[config.mk]
export PLATFORM = sky130hd
export DESIGN_NAME = frapq_step
export DESIGN_NICKNAME = d
export VERILOG_FILES = /design/src/hdl/frapq_pkg.sv /design/src/hdl/frapq_step.sv
export SDC_FILE = /design/constraint.sdc
export NUM_CORES = 1
export LEC_CHECK = 0
export ABC_AREA = 1
export ABC_CLOCK_PERIOD_IN_PS = 4850
export BUFFER_PORTS_ARGS = -buffer_cell sky130_fd_sc_hd__buf_2
export CAP_MARGIN = 40
export CORE_MARGIN = 4
export CORE_UTILIZATION = 30
export DETAILED_ROUTE_END_ITERATION = 16
export PLACE_DENSITY = 0.63
export SYNTH_ARGS = -nofsm -noshare
export SYNTH_HDL_FRONTEND = slang
export SYNTH_SLANG_ARGS = --single-unit
[constraint.sdc]
create_clock -name vclk -period 4.85
set_input_delay 0.2425 -clock vclk [all_inputs]
set_output_delay 0.2425 -clock vclk [all_outputs]
set_load 0.02 [all_outputs]
[src/hdl/frapq_pkg.sv]
// Package: shared widths, request and status codes for the Fenwick range-add unit.
package frapq_pkg;

   localparam int DATA_W  = 64;
   localparam int INDEX_W = 11;
   localparam int COUNT_W = 11;

   localparam logic [COUNT_W-1:0] COUNT_RESET = 11'd1024;

   localparam logic REQ_ADD   = 1'b0;
   localparam logic REQ_QUERY = 1'b1;

   localparam logic STATUS_DONE  = 1'b0;
   localparam logic STATUS_RANGE = 1'b1;

   typedef logic [DATA_W-1:0]  data_type;
   typedef logic [INDEX_W-1:0] index_type;

endpackage

[src/hdl/frapq_step.sv]
// Shared step unit: 64-bit add/subtract and the tree index moves up and down.
module frapq_step
   import frapq_pkg::*;
#(
   parameter int POS_W = 12
) (
   input  data_type           op_a,
   input  data_type           op_b,
   input  logic               sub,
   input  logic [POS_W-1:0]   pos,
   output data_type           sum,
   output logic [POS_W-1:0]   pos_up,
   output logic [POS_W-1:0]   pos_down
);

   logic [POS_W-1:0] low_bit;

   // lowest set bit of the position
   assign low_bit = pos & (~pos + POS_W'(1));

   // one adder, subtracting when asked
   assign sum = op_a + (op_b ^ {DATA_W{sub}}) + DATA_W'(sub);

   // parent for an update walk, predecessor for a prefix walk
   assign pos_up   = pos + low_bit;
   assign pos_down = pos & ~low_bit;

endmodule
==> impl_results.md, run 1 <==
* FP Rows at 53
* Layout area overhead at 22.5%
* Die Area at 23900 um2
* Clock power share at 0%
* Leakage power at 4.80 nW
* Post-Synth Simple-Gate Area at 45.2%
* Pin count of the biggest net entering global routing at 36
* FILL cells at 2463
* M1 WL at 11.5 mm
* Combinational Power Share at 100.0%
* Setup crit end kind: primary output
* Kind of critical path: input pin to primary output
* P_sw at 1.07 mW
* Ports at 229
* Crit-path max FO at 35
* Layout cells sized above 1 at 18.8%
* First-pass GRT wire length at 39.6 mm
* Hold-fix buffers, CTS at 0
* Post-synthesis cell area at 6450 um2
* Proportion of synthesized area in mux cells at 0%
* WL met3 at 1.36 mm
* Fin crit period at 3.34 ns
* P_int at 0.512 mW
* Sequential power share at 0%
* Vias per cell at 4.68
* Post-synth cell types at 36
* Worst-margin pin slew at 0.622 ns
* Yosys warns at 0
* Final nets at 1709
* Die width at 155 um
* FFs & Latches at 0
* Reg area at 0 um2
* Critical Path Source Type: input pin
* Die Span Y at 155 um
* Fmax at 300 MHz
* Synth Area in XOR/XNOR at 13.6%
* Via count at 8292
* Resized cells post-CTS at 0
* Final core occ at 37.5%
* Clkbuf count at 0
* Max cap viols at 0
* Worst EP required at 4.61 ns
* VDD IR max at 0.0695 mV
* Post-placement setup slack at 1.54 ns
* Final Hold Vio Count at 0
* Routed WL at 25.7 mm
* Status: finished clean
* Mapped Cells at 1276
* P per Cell Area at 201 nW/um2
* Hold crit path type: input pin to primary output
* Final HPWL DP at 23.5 mm
* Post-CTS Setup Inserts at 0
* Switch share at 67.7%
* Setup TNS at 0 ns
* DR top layer: met4
* Core area at 21100 um2
* Main combinational cell family by area after synthesis: simple AND/OR/NAND/NOR gates
* DRT antenna net count at 0
* Post-synthesis compound-gate area fraction at 13.1%
* Post-synthesis adder-cell area fraction at 13.5%
* Avg Inst Size Synth at 5.05 um2
* IO buf count at 227
* Final worst-path cycle share at 68.8%
* First-pass DRT Iterations at 5
* DR iter-0 viols at 503
* Overall power at 1.58 mW
* Routed length on met2 at 12.2 mm
* Drt drc at 0
* Slew Viols, Final at 0
* RePlAce Congestion at 1.02
* Worst Path Arrival at 3.10 ns
* Vias in the first global route at 7866
* Initial Util at 30.6%
* Wirelength per Cell at 14.5 um
* GRT overflow at 0
* RSZ-0062 raised after global routing: no
* Setup ws final at 1.51 ns
* Global Route Usage Sum at 20.3%
* Slew Limit Headroom at 58.6%
* Seq/Total Area, Yosys at 0%
* Final setup viols at 0
* Antenna violations before repair at 1
[power by group through the flow]
| stage | sequential (mW) | clock (mW) | combinational [mW] |
|---|---|---|---|
| after floorplan | 0 | 0 | 1.04 |
| after global placement | 0 | 0 | 1.58 |
| after detailed placement | 0 | 0 | 1.58 |
| after CTS | 0 | 0 | 1.58 |
| after global routing | 0 | 0.0000000276 | 1.75 |
| final | 0 | 0.0000000278 | 1.58 |
[cells in the final DEF (no fill, tap or decap), types with 11 or more instances in the layout]
cell      synthesis  final
xor2_1           95     95
o21bai_1         11     11
a21oi_1          85     85
buf_2             6    226
nand2_1         464    464
nand2_2          13     13
nor2_1          123    123
inv_1           225    225
nand3_1          62     62
inv_2            11     11
o21ai_0          32     32
ha_1             68     68
nor2_2           15     15
[layer usage]
layer  global-route usage [%]  vias to the layer above
li1                         -                     4363
met1                     27.3                     3691
met2                     35.4                      206
met3                     1.68                       32
met4                     4.79                        0
met5                        0                        -
[logic make-up after synthesis]
logic type                 Yosys count
other                                1
and+or+nand+nor                    708
AOI/OAI and AO/OA                  152
xor gates and xnor gates           100
adders and majority gates           69
buffers and inverters              246
[metrics by stage]
step	instance area, um2	instances	hold slack [ns]
2_1_floorplan	6450	1277	0.579
5_1_grt	7900	1773	0.801
3_3_place_gp	7900	1772	0.785
3_5_place_dp	7900	1772	0.789
6_report	7900	1773	0.787
4_1_cts	7900	1772	0.789
[worst max-delay path: stages]
cell and delay [ns]:
buf_4 0.48, buf_4 0.40, xor2_1 0.11, ha_1 0.39, nand2_1 0.14, nor2_2 0.22, nand2_1 0.07, inv_1 0.07
nand2_1 0.05, nand2_1 0.17, nand2_1 0.08, nand2_1 0.19, nand2_1 0.11, nand2_1 0.08, nand2_1 0.05, nand2_1 0.06
buf_2 0.16
[cell usage after synthesis (2+ instances only)]
cell type  number  area [um2]
nand3_1        62         310
o21bai_1       11        82.6
nand2_1       464        1740
o21ai_1         8        40.0
nor2_1        123         462
buf_2           6        30.0
buf_4           3        22.5
inv_1         225         845
nor3_1          8        40.0
a21boi_0        3        22.5
and2_1          4        25.0
o21ai_2         3        26.3
nor2_2         15        93.8
inv_2          11        41.3
nand4_1         6        37.5
xnor2_1         5        43.8
ha_1           68         851
nor2_4          4        45.0
a31oi_2         2        25.0
nand2_2        13        81.3
nand3b_1        3        22.5
xor2_1         95         832
o21a_1          5        37.5
a21oi_1        85         425
o21ai_0        32         160
nor3_2          2        20.0
[path summary, 6_finish.rpt]
path | to | cells past startpoint | startpoint
max | sum[61] | 17 | sub
min | sum[0] | 3 | op_a[0]
[layout make-up]
cell class                 count  area [um2]  share of cell area [%]
multi-input combinational   1031        5510                    69.8
timing repair buffer         229        1150                    14.6
inverter                     237         890                    11.3
tap                          275         344                    4.35
antenna                        1        2.50                  0.0317
(Power assumes the default switching activity.)
==> run 2, diff against run 1 <==
--- a/config.mk
+++ b/config.mk
@@ -6,13 +6,13 @@
 export NUM_CORES = 1
 export LEC_CHECK = 0
 export ABC_AREA = 1
-export ABC_CLOCK_PERIOD_IN_PS = 4850
+export ABC_CLOCK_PERIOD_IN_PS = 2800
 export BUFFER_PORTS_ARGS = -buffer_cell sky130_fd_sc_hd__buf_2
 export CAP_MARGIN = 40
 export CORE_MARGIN = 4
 export CORE_UTILIZATION = 30
 export DETAILED_ROUTE_END_ITERATION = 16
-export PLACE_DENSITY = 0.63
+export PLACE_DENSITY = 0.65
 export SYNTH_ARGS = -nofsm -noshare
 export SYNTH_HDL_FRONTEND = slang
 export SYNTH_SLANG_ARGS = --single-unit
==> constraint.sdc (replaced) <==
create_clock -name vclk -period 2.8
set_input_delay 0.14 -clock vclk [all_inputs]
set_output_delay 0.14 -clock vclk [all_outputs]
set_load 0.02 [all_outputs]
==> run 2 against run 1 <==
  * Combinational power up 78%
  * Die area stayed put
  * Utilization increased by 0.84 points
  * Critical path depth fell by 2
  * Flip-flop and latch count is the same
  * Worst setup slack worse by 1.4 ns
  * Total power grew 78%
  * Final cell count rose by 0.79%
  * Global-route usage is 0.65 points higher
  * Sequential share of layout area is the same
  * Hold slack got worse by 0.19 ns
  * Non-clock buffer count grew 13
  * Critical endpoint is now sum[38]
==> impl_results.md, run 2 (same netlist as run 1, synthesis figures left out) <==
* Status: finished clean
* Antenna violations before repair at 2
* DRT antenna net count at 0
* Final setup viols at 0
* Wirelength per Cell at 15.0 um
* Setup TNS at 0 ns
* Core area at 21100 um2
* Layout area overhead at 25.3%
* RePlAce Congestion at 1.03
* FP Rows at 53
* Final worst-path cycle share at 95.2%
* Die Area at 23900 um2
* GRT overflow at 0
* Final HPWL DP at 24.5 mm
* Final nets at 1722
* Worst Path Arrival at 2.53 ns
* Critical Path Source Type: input pin
* Most common library cell in the layout ignoring fill and taps: nand2_1
* Kind of critical path: input pin to primary output
* Slew Viols, Final at 0
* Ports at 229
* Hold-fix buffers, CTS at 0
* Final Hold Vio Count at 0
* RSZ-0062 raised after global routing: yes
* Fin crit period at 2.67 ns
* Via count at 8501
* Setup crit end kind: primary output
* Clkbuf count at 0
* IO buf count at 227
* Pin count of the biggest net entering global routing at 32
* Routed WL at 26.8 mm
* First-pass GRT wire length at 41.1 mm
* Worst EP required at 2.66 ns
* Max cap viols at 0
* Hold crit path type: input pin to primary output
* Leakage power at 4.87 nW
* FILL cells at 2477
* Final core occ at 38.3%
* First-pass DRT Iterations at 6
* Layout cells sized above 1 at 20.5%
* Vias per cell at 4.76
* DR iter-0 viols at 637
* Drt drc at 0
* Vias in the first global route at 7997
* Crit-path max FO at 9
* Fmax at 375 MHz
* FFs & Latches at 0
* Die Span Y at 155 um
* VDD IR max at 0.149 mV
* Most frequent cells in the layout: nand2_1, buf_2, inv_1
* P per Cell Area at 349 nW/um2
* Initial Util at 30.6%
* Die width at 155 um
* Reg area at 0 um2
* Global Route Usage Sum at 21.0%
## run 2: cell type report
type	count	area [um2]	share of cell area, %
repair buffers	242	1280	15.9
inverters	237	890	11.0
diodes	2	5.00	0.0619
well taps	275	344	4.26
multi-input cells	1031	5560	68.8
## run 2: metal layers
metal  GRT usage [%]  wire length [um]
met2            36.0             12500
met5               0                 0
met4            5.09               810
met3           0.727              1450
met1            29.1             12000
## run 2: where the power goes
part	switching, mW	internal [mW]	total [mW]
combinational	1.89	0.926	2.82
sequential	0	0	0
clock	0	0.0000000955	0.0000000955
total	1.89	0.926	2.82
## run 2: per-stage QoR
stage	cells	cell area, um2	power (mW)	hold WS (ns)	setup slack, ns
3_3_place_gp	1785	8020	2.78	0.581	0.109
5_1_grt	1787	8080	3.10	0.613	-0.0268
6_report	1787	8080	2.82	0.601	0.134
3_5_place_dp	1785	8020	2.78	0.609	0.130
2_1_floorplan	1277	6450	1.81	0.374	0.584
4_1_cts	1785	8020	2.79	0.609	0.121
## run 2: critical path, stage by stage
cell	delay (ns)
buf_4	0.17
buf_4	0.20
xor2_1	0.17
ha_1	0.42
nand2_1	0.15
nor2_2	0.18
nand2_1	0.11
clkinv_1	0.07
nand4_1	0.11
nand3b_1	0.23
nand2_1	0.13
nand2_1	0.08
nand2_1	0.05
nand2_1	0.12
buf_2	0.20
## run 2: final timing paths
check / end / slack, ns / depth (start not counted) / startpoint
setup / recovery: sum[38] / 0.13 / 15 / sub
hold / removal: sum[0] / 0.60 / 3 / op_a[0]
## run 2: repair_timing
item / CTS / global route
buffers inserted: 0 / 0
gates resized for setup: 0 / 16
endpoints found under the hold margin: 0 / 0
setup endpoints to repair: 0 / 8
